<file path="src/rtl/assert_macros.svh">
// ----------------------------------------------------------------------------
// Assertion macros
// Concurrent assertion wrappers; they compile to nothing for synthesis.
// ----------------------------------------------------------------------------
`ifndef ASSERT_MACROS_SVH
`define ASSERT_MACROS_SVH

`ifndef SYNTHESIS

// Check that an expression holds at every clock edge out of reset
`define ASSERT_ALWAYS(label, clk, rst, expr) \
   label: assert property (@(posedge clk) disable iff (rst) (expr)) \
      else $error("assertion failed");

// Check that a condition implies a consequence in the same cycle
`define ASSERT_IMPLIES(label, clk, rst, ante, cons) \
   label: assert property (@(posedge clk) disable iff (rst) (ante) |-> (cons)) \
      else $error("assertion failed");

// Check that a condition implies a consequence in the next cycle
`define ASSERT_NEXT(label, clk, rst, ante, cons) \
   label: assert property (@(posedge clk) disable iff (rst) (ante) |=> (cons)) \
      else $error("assertion failed");

`else

`define ASSERT_ALWAYS(label, clk, rst, expr)
`define ASSERT_IMPLIES(label, clk, rst, ante, cons)
`define ASSERT_NEXT(label, clk, rst, ante, cons)

`endif

`endif

</file>
<file path="src/rtl/lmsf_pkg.sv">
// ----------------------------------------------------------------------------
// LED matrix scan frame buffer package
// Geometry constants, operation codes, command and status types, pixel helpers.
// ----------------------------------------------------------------------------
`default_nettype none

package lmsf_pkg;

   // Panel geometry
   localparam int COLUMNS     = 64;
   localparam int SCAN_LINES  = 16;
   localparam int SCREEN_H    = 4 * SCAN_LINES;
   localparam int COL_W       = (COLUMNS > 1) ? $clog2(COLUMNS) : 1;
   localparam int ROW_W       = $clog2(SCAN_LINES);
   localparam int Y_W         = $clog2(SCREEN_H);
   localparam int ADDR_W      = ROW_W + COL_W;
   localparam int MEM_DEPTH   = 1 << ADDR_W;

   // Command queue
   localparam int QUEUE_DEPTH = 2;
   localparam int QPTR_W      = (QUEUE_DEPTH > 1) ? $clog2(QUEUE_DEPTH) : 1;

   // Register indexes on the CSR port
   localparam logic CSR_FLUSH_DIVISOR  = 1'b0;
   localparam logic CSR_DISPLAY_ENABLE = 1'b1;

   typedef enum logic [2:0] {
      OP_SCAN      = 3'd0,
      OP_SET_PIXEL = 3'd1,
      OP_CLEAR_AREA = 3'd2,
      OP_CLEAR_ALL = 3'd3,
      OP_COMMIT    = 3'd4
   } op_type;

   typedef enum logic [2:0] {
      CMD_SCAN,
      CMD_PIXEL,
      CMD_AREA,
      CMD_CLEAR,
      CMD_COMMIT
   } cmd_kind_type;

   typedef struct packed {
      cmd_kind_type     kind;
      logic [COL_W-1:0] x_first;
      logic [COL_W-1:0] x_last;
      logic [Y_W-1:0]   y_first;
      logic [Y_W-1:0]   y_last;
      logic [1:0]       color;
   } cmd_type;

   typedef struct packed {
      logic [7:0] flush_divisor;
      logic       display_enable;
   } cfg_type;

   typedef struct packed {
      logic init_busy;
   } status_type;

   // Both quadrant bits of one quadrant
   function automatic logic [7:0] quad_mask(input logic [1:0] q);
      return 8'h03 << {q, 1'b0};
   endfunction

   // Update the red and green bits of one quadrant, active low
   function automatic logic [7:0] pixel_merge(input logic [7:0] b, input logic [1:0] q,
                                              input logic [1:0] color);
      logic [7:0] rb;
      logic [7:0] gb;
      logic [7:0] r;
      rb = 8'h01 << {q, 1'b0};
      gb = 8'h02 << {q, 1'b0};
      r  = color[0] ? (b & ~rb) : (b | rb);
      r  = color[1] ? (r & ~gb) : (r | gb);
      return r;
   endfunction

   // Pick one buffer's byte from a word holding both
   function automatic logic [7:0] byte_select(input logic [15:0] word, input logic sel);
      return sel ? word[15:8] : word[7:0];
   endfunction

endpackage

`default_nettype wire

</file>
<file path="src/rtl/lmsf_cmd_queue.sv">
// ----------------------------------------------------------------------------
// Command queue
// Short FIFO of decoded commands between the front end and the back end.
// ----------------------------------------------------------------------------
`default_nettype none

module lmsf_cmd_queue
   import lmsf_pkg::*;
(
   input  logic    clock,
   input  logic    reset,
   input  logic    push,
   input  cmd_type push_cmd,
   output logic    push_ready,
   input  logic    pop,
   output logic    pop_valid,
   output cmd_type pop_cmd
);

   localparam logic [QPTR_W-1:0] PTR_LAST = QPTR_W'(QUEUE_DEPTH - 1);

   cmd_type            entry_ff [QUEUE_DEPTH];
   logic [QPTR_W-1:0]  wr_ptr_ff, wr_ptr_in;
   logic [QPTR_W-1:0]  rd_ptr_ff, rd_ptr_in;
   logic [QPTR_W:0]    count_ff, count_in;
   logic               do_push, do_pop;

   assign push_ready = (count_ff != (QPTR_W + 1)'(QUEUE_DEPTH));
   assign pop_valid  = (count_ff != '0);
   assign pop_cmd    = entry_ff[rd_ptr_ff];
   assign do_push    = push && push_ready;
   assign do_pop     = pop && pop_valid;

   // Advance pointers and fill level
   always_comb begin
      wr_ptr_in = wr_ptr_ff;
      rd_ptr_in = rd_ptr_ff;
      count_in  = count_ff;
      if (do_push) begin
         wr_ptr_in = (wr_ptr_ff == PTR_LAST) ? '0 : wr_ptr_ff + 1'b1;
      end
      if (do_pop) begin
         rd_ptr_in = (rd_ptr_ff == PTR_LAST) ? '0 : rd_ptr_ff + 1'b1;
      end
      if (do_push && !do_pop) begin
         count_in = count_ff + 1'b1;
      end else if (do_pop && !do_push) begin
         count_in = count_ff - 1'b1;
      end
   end

   always_ff @(posedge clock) begin
      if (reset) begin
         wr_ptr_ff <= '0;
         rd_ptr_ff <= '0;
         count_ff  <= '0;
      end else begin
         wr_ptr_ff <= wr_ptr_in;
         rd_ptr_ff <= rd_ptr_in;
         count_ff  <= count_in;
      end
      if (do_push) begin
         entry_ff[wr_ptr_ff] <= push_cmd;
      end
   end

endmodule

`default_nettype wire

</file>
<file path="config.mk">
export PLATFORM = sky130hd
export DESIGN_NAME = lmsf_cmd_queue
export DESIGN_NICKNAME = d
export VERILOG_FILES = /design/src/rtl/assert_macros.svh /design/src/rtl/lmsf_pkg.sv /design/src/rtl/lmsf_cmd_queue.sv
export SDC_FILE = /design/constraint.sdc
export NUM_CORES = 1
export LEC_CHECK = 0
export ABC_CLOCK_PERIOD_IN_PS = 4200
export BUFFER_PORTS_ARGS = -buffer_cell sky130_fd_sc_hd__buf_2
export CORE_ASPECT_RATIO = 2
export CORE_MARGIN = 3
export CORE_UTILIZATION = 57
export CTS_BUF_LIST = sky130_fd_sc_hd__clkbuf_4
export DETAILED_ROUTE_END_ITERATION = 12
export HOLD_SLACK_MARGIN = 0.02
export PLACE_DENSITY = 0.93
export SYNTH_ARGS = -nofsm -noshare
export SYNTH_HDL_FRONTEND = slang
export SYNTH_SLANG_ARGS = --single-unit
</file>
<file path="constraint.sdc">
create_clock -name clock -period 4.2 [get_ports clock]
set_clock_uncertainty 0.05 [all_clocks]
set_input_delay 0.21 -clock clock [delete_from_list [all_inputs] [get_ports clock]]
set_output_delay 0.21 -clock clock [all_outputs]
set_load 0.01 [all_outputs]
</file>
==> out/results.ini <==
[sta]
slew_violations=0
hold_viol=0
period_needed_ps=2380
finalSetupTns_ps=0
setup_viol=0
maxSlewHeadroom_pct=18.1
fmax_ghz=0.420
final_min_period_over_clock_period_pct=56.7
worst_slack_ps=1820
worst_pin_slew_ps=1230
rsz0062_at_grt=no

[cells_and_area]
n_antenna_cell=0
area_growth_pct=34.1
layout_common_cells=buf_2, edfxtp_1, dlygate4sd3_1
layout-drive-gt1-share_pct=49.1
final_common_cell=buf_2
finalNetCount=249

[yosys]
synth_cells=114
syn_area_um2=2310
synth_seq_cells=63
syn_avg_cell_area_um2=20.3
ys_warn_count=0
yosys.cell_types.count=18
synth_seq_area_share_pct=79.7
synth_fp_nets=148

[die]
die_area_um2=4900
start_util_pct=59.5
rows=32
dieWidth_um=51.0
core_area_um2=3880
pin_count=64
die_h_um=96.1

[global_route]
grt-ovfl-total=0
antenna_found_initial=0
grt_pass1_vias=1464
grt_pass1_wl_mm=7.10
grt_start_max_net_pins=30
grt_usage_pct=21.1

[clock_network]
cts_resized=0
clkSinkCount=63
cts_tree=done
cts_inserted_buffers=9
htree_levels=3
cts_root_buffer=clkbuf_4
path_clk_slew_ps=100
cts_max_path_buffers=2
clock_latency_ps=380

[placed_design]
place_hpwl_mm=2.80
routabilityCongestion=0.739
io_buffers=63
pre_cts_ws_ps=1990

[routing]
drt-initial-drc-count=44
route.detailed.drc=0
wl_per_cell_um=17.3
drtAntennaViolNets=0
firstDrtPassIters=4
wl_mm=4.69
viasPerCell=5.20
vias=1409

[critical_path]
critPathMaxFanout=29
endpoint_kind=primary output
cp.required_ps=3940
worstSetupPathType=reg2out
start_kind=register
r2r_cells=3
worstPathArrival_ps=2120

[power]
switchingPower_w=0.000460
seqPwrFrac_pct=51.9
p_int_w=0.00118
p_clk_share_pct=22.5
p_per_area_nw_per_um2=531
swShare_pct=28.0
comb_power_share_pct=25.6
p_leak_nw=1.19
ir_worst_vdd_uv=538

[worst_hold_path]
hold_path_depth=3
hold_path.class=in2reg

[job]
max_cap_violations=0

[status]
status=finished, final reports clean

Yosys cell counts:
library cell  count  area (µm²)
or2_2             1        6.26
inv_1             1        3.75
nand3b_1          1        7.51
dfxtp_1           5         100
buf_2             1        5.00
mux2_2           29         327
ha_1              1        12.5
and3_1            1        6.26
nand2b_1          1        6.26
a21bo_2           1        10.0
xor2_1            3        26.3
a21oi_1           2        10.0
nor2_1            3        11.3
buf_4             2        15.0
or3_1             1        6.26
and2_1            1        6.26
o21ai_0           2        10.0
edfxtp_1         58        1740
power groups by stage:
stage	Sequential, W	Combinational (W)	Clock (W)
after global placement	0.000856	0.000371	0
after floorplan	0.000819	0.000286	0
after CTS	0.000855	0.000416	0.000379
final	0.000854	0.000420	0.000371
after global routing	0.000865	0.000451	0.000405
after detailed placement	0.000869	0.000392	0
sequential cells by signal (all words and copies together) (netlist names), named ones only:
| signal | cells |
|---|---|
| count_ff | 2 |
| wr_ptr_ff | 1 |
| rd_ptr_ff | 1 |
| entry_ff | 58 |
logic make-up after synthesis:
family          count (synthesis)  share of synthesized area (%)
compound gates                  5                           1.30
flops                          63                           79.7
simple gates                    9                           2.17
buf+inv                         4                           1.03
fa+ha+maj                       1                          0.541
mux                            29                           14.1
xor+xnor                        3                           1.14
through the flow:
step / power (W) / util (%) / hold WS (ps) / cell area (µm²) / instances
final: 0.00164 / 79.8 / 98.8 / 3100 / 271
after global routing: 0.00172 / 79.8 / 93.8 / 3100 / 271
after CTS: 0.00165 / 79.7 / 87.4 / 3100 / 271
after detailed placement: 0.00126 / 68.8 / 351 / 2670 / 225
after global placement: 0.00123 / 68.8 / 350 / 2670 / 225
after floorplan: 0.00111 / - / 229 / 2310 / 114
layout make-up:
type / count / area [µm²]
clock inverters: 6 / 51.3
clock buffers: 10 / 75.1
fillers: 242 / 786
repair buffers: 93 / 616
well taps: 51 / 63.8
flip-flops and latches: 63 / 1840
multi-input cells: 47 / 447
inverters: 1 / 3.75
timing repair:
item                                   CTS  global route
endpoints found under the hold margin   63             0
hold buffers                            30             0
setup buffers                            0             0
routing by layer:
metal  up-vias  global-route usage (%)  part of all wire [%]
met1       695                    20.9                    33
met3         7                    3.10                   4.8
li1        649                       -                     -
met5         -                       0                     0
met4         0                    14.6                   1.4
met2        58                    38.8                    61
worst max-delay path, cell delays in order (launching register included):
cell,delay [ps]
dfxtp_1,1150
mux2_2,440
buf_2,150
final timing paths:
kind	endpoint	slack [ps]	start
worst max register to register	entry_ff[0][1]$_DFFE_PP_	2090	count_ff[0]$_SDFFE_PP0P_
worst min-delay path	wr_ptr_ff$_SDFFE_PP0P_	100	push
worst min register to register	register	480	rd_ptr_ff$_SDFFE_PP0P_
worst max-delay path	pop_cmd[20]	1820	register
No activity file was read; power rests on OpenSTA's default activity.
