File: src/rtl/assert_macros.svh
// ----------------------------------------------------------------------------
// Assertion macros
// Concurrent assertion wrappers; they compile to nothing for synthesis.
// ----------------------------------------------------------------------------
`ifndef ASSERT_MACROS_SVH
`define ASSERT_MACROS_SVH

`ifndef SYNTHESIS

// Check that an expression holds at every clock edge out of reset
`define ASSERT_ALWAYS(label, clk, rst, expr) \
   label: assert property (@(posedge clk) disable iff (rst) (expr)) \
      else $error("assertion failed");

// Check that a condition implies a consequence in the same cycle
`define ASSERT_IMPLIES(label, clk, rst, ante, cons) \
   label: assert property (@(posedge clk) disable iff (rst) (ante) |-> (cons)) \
      else $error("assertion failed");

// Check that a condition implies a consequence in the next cycle
`define ASSERT_NEXT(label, clk, rst, ante, cons) \
   label: assert property (@(posedge clk) disable iff (rst) (ante) |=> (cons)) \
      else $error("assertion failed");

`else

`define ASSERT_ALWAYS(label, clk, rst, expr)
`define ASSERT_IMPLIES(label, clk, rst, ante, cons)
`define ASSERT_NEXT(label, clk, rst, ante, cons)

`endif

`endif

File: src/rtl/lmsf_pkg.sv
// ----------------------------------------------------------------------------
// LED matrix scan frame buffer package
// Geometry constants, operation codes, command and status types, pixel helpers.
// ----------------------------------------------------------------------------
`default_nettype none

package lmsf_pkg;

   // Panel geometry
   localparam int COLUMNS     = 64;
   localparam int SCAN_LINES  = 16;
   localparam int SCREEN_H    = 4 * SCAN_LINES;
   localparam int COL_W       = (COLUMNS > 1) ? $clog2(COLUMNS) : 1;
   localparam int ROW_W       = $clog2(SCAN_LINES);
   localparam int Y_W         = $clog2(SCREEN_H);
   localparam int ADDR_W      = ROW_W + COL_W;
   localparam int MEM_DEPTH   = 1 << ADDR_W;

   // Command queue
   localparam int QUEUE_DEPTH = 2;
   localparam int QPTR_W      = (QUEUE_DEPTH > 1) ? $clog2(QUEUE_DEPTH) : 1;

   // Register indexes on the CSR port
   localparam logic CSR_FLUSH_DIVISOR  = 1'b0;
   localparam logic CSR_DISPLAY_ENABLE = 1'b1;

   typedef enum logic [2:0] {
      OP_SCAN      = 3'd0,
      OP_SET_PIXEL = 3'd1,
      OP_CLEAR_AREA = 3'd2,
      OP_CLEAR_ALL = 3'd3,
      OP_COMMIT    = 3'd4
   } op_type;

   typedef enum logic [2:0] {
      CMD_SCAN,
      CMD_PIXEL,
      CMD_AREA,
      CMD_CLEAR,
      CMD_COMMIT
   } cmd_kind_type;

   typedef struct packed {
      cmd_kind_type     kind;
      logic [COL_W-1:0] x_first;
      logic [COL_W-1:0] x_last;
      logic [Y_W-1:0]   y_first;
      logic [Y_W-1:0]   y_last;
      logic [1:0]       color;
   } cmd_type;

   typedef struct packed {
      logic [7:0] flush_divisor;
      logic       display_enable;
   } cfg_type;

   typedef struct packed {
      logic init_busy;
   } status_type;

   // Both quadrant bits of one quadrant
   function automatic logic [7:0] quad_mask(input logic [1:0] q);
      return 8'h03 << {q, 1'b0};
   endfunction

   // Update the red and green bits of one quadrant, active low
   function automatic logic [7:0] pixel_merge(input logic [7:0] b, input logic [1:0] q,
                                              input logic [1:0] color);
      logic [7:0] rb;
      logic [7:0] gb;
      logic [7:0] r;
      rb = 8'h01 << {q, 1'b0};
      gb = 8'h02 << {q, 1'b0};
      r  = color[0] ? (b & ~rb) : (b | rb);
      r  = color[1] ? (r & ~gb) : (r | gb);
      return r;
   endfunction

   // Pick one buffer's byte from a word holding both
   function automatic logic [7:0] byte_select(input logic [15:0] word, input logic sel);
      return sel ? word[15:8] : word[7:0];
   endfunction

endpackage

`default_nettype wire

File: src/rtl/lmsf_front.sv
// ----------------------------------------------------------------------------
// Front end
// Accepts request items, decodes the operation, clips pixels and rectangles
// to the screen and pushes one command per useful item into the queue.
// ----------------------------------------------------------------------------
`default_nettype none

module lmsf_front
   import lmsf_pkg::*;
(
   input  logic              req_valid,
   output logic              req_ready,
   input  logic [2:0]        req_operation,
   input  logic signed [8:0] req_pos_x,
   input  logic signed [8:0] req_pos_y,
   input  logic [8:0]        req_rect_width,
   input  logic [8:0]        req_rect_height,
   input  logic [1:0]        req_color,
   input  status_type        status,
   input  logic              queue_ready,
   output logic              push,
   output cmd_type           push_cmd
);

   localparam logic signed [10:0] SCREEN_W_S = 11'(COLUMNS);
   localparam logic signed [10:0] SCREEN_H_S = 11'(SCREEN_H);
   localparam logic signed [10:0] ZERO_S     = 11'sd0;

   logic signed [10:0] x_ext, y_ext, w_ext, h_ext;
   logic signed [10:0] x0, y0, x1, y1, x1c, y1c, x_end, y_end;
   logic               on_screen, area_empty, useful;

   // Take items only once the store is initialized and the queue has room
   assign req_ready = queue_ready && !status.init_busy;

   // Clip to the screen
   always_comb begin
      x_ext = {{2{req_pos_x[8]}}, req_pos_x};
      y_ext = {{2{req_pos_y[8]}}, req_pos_y};
      w_ext = {2'b00, req_rect_width};
      h_ext = {2'b00, req_rect_height};
      x0    = (x_ext < ZERO_S) ? ZERO_S : x_ext;
      y0    = (y_ext < ZERO_S) ? ZERO_S : y_ext;
      x1    = x_ext + w_ext;
      y1    = y_ext + h_ext;
      x1c   = (x1 > SCREEN_W_S) ? SCREEN_W_S : x1;
      y1c   = (y1 > SCREEN_H_S) ? SCREEN_H_S : y1;
      x_end = x1c - 11'sd1;
      y_end = y1c - 11'sd1;
      area_empty = (x1c <= x0) || (y1c <= y0);
      on_screen  = (x_ext >= ZERO_S) && (x_ext < SCREEN_W_S) &&
                   (y_ext >= ZERO_S) && (y_ext < SCREEN_H_S);
   end

   // Classify the operation; drop items that change nothing
   always_comb begin
      push_cmd.kind    = CMD_SCAN;
      push_cmd.x_first = x0[COL_W-1:0];
      push_cmd.x_last  = x_end[COL_W-1:0];
      push_cmd.y_first = y0[Y_W-1:0];
      push_cmd.y_last  = y_end[Y_W-1:0];
      push_cmd.color   = req_color;
      useful           = 1'b0;
      case (op_type'(req_operation))
         OP_SCAN: begin
            push_cmd.kind = CMD_SCAN;
            useful        = 1'b1;
         end
         OP_SET_PIXEL: begin
            push_cmd.kind = CMD_PIXEL;
            useful        = on_screen;
         end
         OP_CLEAR_AREA: begin
            push_cmd.kind = CMD_AREA;
            useful        = !area_empty;
         end
         OP_CLEAR_ALL: begin
            push_cmd.kind = CMD_CLEAR;
            useful        = 1'b1;
         end
         OP_COMMIT: begin
            push_cmd.kind = CMD_COMMIT;
            useful        = 1'b1;
         end
         default: begin
            useful = 1'b0;
         end
      endcase
   end

   assign push = req_valid && req_ready && useful;

endmodule

`default_nettype wire

File: config.mk
export PLATFORM = sky130hd
export DESIGN_NAME = lmsf_front
export DESIGN_NICKNAME = d
export VERILOG_FILES = /design/src/rtl/assert_macros.svh /design/src/rtl/lmsf_pkg.sv /design/src/rtl/lmsf_front.sv
export SDC_FILE = /design/constraint.sdc
export NUM_CORES = 1
export LEC_CHECK = 0
export BUFFER_PORTS_ARGS = -buffer_cell sky130_fd_sc_hd__buf_2
export CAP_MARGIN = 20
export CORE_MARGIN = 2
export CORE_UTILIZATION = 58
export DETAILED_ROUTE_END_ITERATION = 8
export PLACE_DENSITY = 0.91
export SYNTH_ARGS = -nofsm -noshare
export SYNTH_HDL_FRONTEND = slang
export SYNTH_SLANG_ARGS = --single-unit
File: constraint.sdc
create_clock -name vclk -period 13.5
set_clock_uncertainty 0.2 [all_clocks]
set_input_delay 2.7 -clock vclk [all_inputs]
set_output_delay 2.7 -clock vclk [all_outputs]
set_load 0.02 [all_outputs]
==> results.py <==
metrics = {
    "run_status": {
        "outcome": "complete, no violations",
    },
    "finish": {
        "fillCellCount": 314,
        "multi_input_area_mm2": 0.00199,
        "seq_cell_count": 0,
        "layout-drive-gt1-share_pct": 23.7,
        "layout.nets": 453,
        "fin_cells": 415,
        "seq_area_um2": 0,
        "clock_buffers": 0,
        "area_growth_pct": 17.7,
        "fin_area_mm2": 0.00251,
        "antenna_cells": 0,
    },
    "route": {
        "routed_wl_um": 5840,
        "dr.pass1.iters": 4,
        "num_vias": 2550,
        "ant_nets": 0,
        "viasPerCell": 6.14,
        "wl_per_cell_um": 14.1,
        "drt_iter0_drc": 139,
        "drc": 0,
    },
    "timing": {
        "setup_viol": 0,
        "period_minus_slack_ps": 10170,
        "tightest_slew_ps": 688,
        "slew_headroom_pct": 53.7,
        "hold_viol": 0,
        "rsz0062_at_grt": "false",
        "setup_tns_ps": 0,
        "timing.fmax_mhz": 98.3,
        "fin_crit_sh_pct": 75.3,
        "drv_slew": 0,
    },
    "cts": {
        "postCtsHoldBufs": 0,
        "cts_setup_buffers": 0,
        "cts_resized": 0,
    },
    "synth": {
        "synth_most_common_cell": "ha_1",
        "avgSynthCellArea_um2": 7.01,
        "synth_fa_ha_area_share_pct": 24.2,
        "synth_area_leader_cell": "ha_1",
        "synth_nets": 388,
        "synth_top_area_share_pct": 22.3,
        "ys_seq_area_share_pct": 0,
        "synth-compound-area-share_pct": 30.2,
        "synth-simple-area-share_pct": 33.4,
        "synth_cell_types": 59,
        "syn_inst": 304,
        "ys_warn_count": 0,
        "syn_area_mm2": 0.00213,
        "synth_area_leaders": "ha_1 (22%), nand2b_1 (5.6%), nor2_1 (4.9%)",
        "synth_xor_area_share_pct": 3.70,
        "synthMuxAreaShare_pct": 1.94,
        "synthTopCellsByCount": "ha_1 (38), nor2_1 (28), inv_1 (27), nand2b_1 (19), a21oi_1 (15)",
        "synth_top_family_by_area": "simple AND/OR/NAND/NOR gates",
    },
    "place": {
        "hpwl_um": 4960,
        "gp_congestion": 0.900,
        "numPortBuffers": 71,
        "placed_area_mm2": 0.00251,
        "dpl.cell_count": 415,
    },
    "die": {
        "die_w_um": 64.6,
        "dieArea_mm2": 0.00417,
        "start_util_pct": 59.1,
        "core_area_mm2": 0.00361,
        "row_count": 22,
        "io_pins": 75,
        "die_y_um": 64.6,
    },
    "power_and_ir_drop": {
        "p_leak_nw": 1.27,
        "ir_drop_v": 0.0000470,
        "power_density_mw_per_mm2": 66.6,
    },
    "global_route": {
        "grt_pass1_wl_um": 9670,
        "grt_max_degree": 17,
        "antenna_found_initial": 0,
        "track_usage_pct": 27.5,
        "grt_overflow": 0,
        "grt_pass1_vias": 2294,
    },
    "job": {
        "cap_violations": 0,
    },
    "setup_path": {
        "start_kind": "input port",
        "endpoint_kind": "primary output",
        "critPathKind": "input port to primary output",
        "max_stage_delay_ps": 620,
        "critPathMaxFanout": 6,
        "critPathSlowestCell": "o31ai_1",
        "cp_cell_sequence": "buf_2 > ha_1 > fa_1 > a21oi_1 > o21ai_0 > a311oi_1 > a41oi_1 > o31ai_1 > nand2_1 > ha_1 > nand4_1 > nor2_1 > nor4_1 > o41ai_1 > or4_1 > a31oi_1 > buf_2",
        "crit_buf_inv": 2,
        "cp.arrival_ps": 7270,
        "cp.required_ps": 10600,
        "crit_family": "compound AO/OA/AOI/OAI gates",
    },
    "min_path": {
        "hold_path.class": "input port to primary output",
    },
}
-- layout by cell type (no fill, tap or decap), types with 3 or more instances in the layout --
master	instances
buf_2	71
xnor2_1	5
xor2_1	4
nand4_1	8
nand3_1	9
inv_1	27
a31oi_1	5
o21bai_1	3
nor4_1	3
nand2b_1	19
and2_1	3
o21ai_0	13
a211oi_1	7
nor2b_1	11
o21a_1	3
ha_1	38
nor2_1	28
o211ai_1	5
nand2_1	14
or2_2	5
a21oi_1	15
a21o_1	9
nor3_1	6
mux2i_1	3
or3_1	4
nor3b_1	5
and3_1	3
-- cell type report --
| class | instances | area share [%] |
|---|---|---|
| Multi-Input combinational cell | 269 | 79.4 |
| Timing Repair Buffer | 71 | 14.2 |
| Inverter | 27 | 4.04 |
| Tap cell | 48 | 2.40 |
-- per-layer routing --
layer,vias to the layer above,global-route usage (%),routed length [µm]
met2,118,47.9,2700
met3,12,2.08,418
met4,0,6.91,95
met1,1153,36.6,2620
met5,-,0,0
li1,1267,-,-
-- per-stage QoR --
stage | total power [mW] | setup slack (ps) | hold slack (ps) | util [%]
6_report | 0.167 | 3330 | 5200 | 69.5
5_1_grt | 0.185 | 2990 | 5200 | 69.5
4_1_cts | 0.164 | 3470 | 5200 | 69.5
3_5_place_dp | 0.163 | 3460 | 5200 | 69.5
3_3_place_gp | 0.158 | 3810 | 5200 | 69.5
2_1_floorplan | 0.120 | 3940 | 5280 | -
-- cells by family (layout without fill, tap and decap cells) --
| kind of cell | Yosys count | after routing |
|---|---|---|
| simple gates | 128 | 128 |
| compound gates | 88 | 88 |
| fa+ha+maj | 40 | 40 |
| buf+inv | 35 | 98 |
| xor+xnor | 9 | 9 |
| mux | 4 | 4 |
-- final timing paths --
kind                          from     endpoint  slack (ps)  cells past startpoint
worst max-delay path  req_pos_x[0]         push        3330                     17
worst min-delay path  req_color[0]  push_cmd[0]        5200                      0
-- power by group --
part | switching, mW | leakage (nW) | internal, mW
logic | 0.100 | 1.27 | 0.0670
registers | 0 | 0 | 0
clock network | 0 | 0 | 0
total | 0.100 | 1.27 | 0.0670
(Power assumes the default switching activity.)
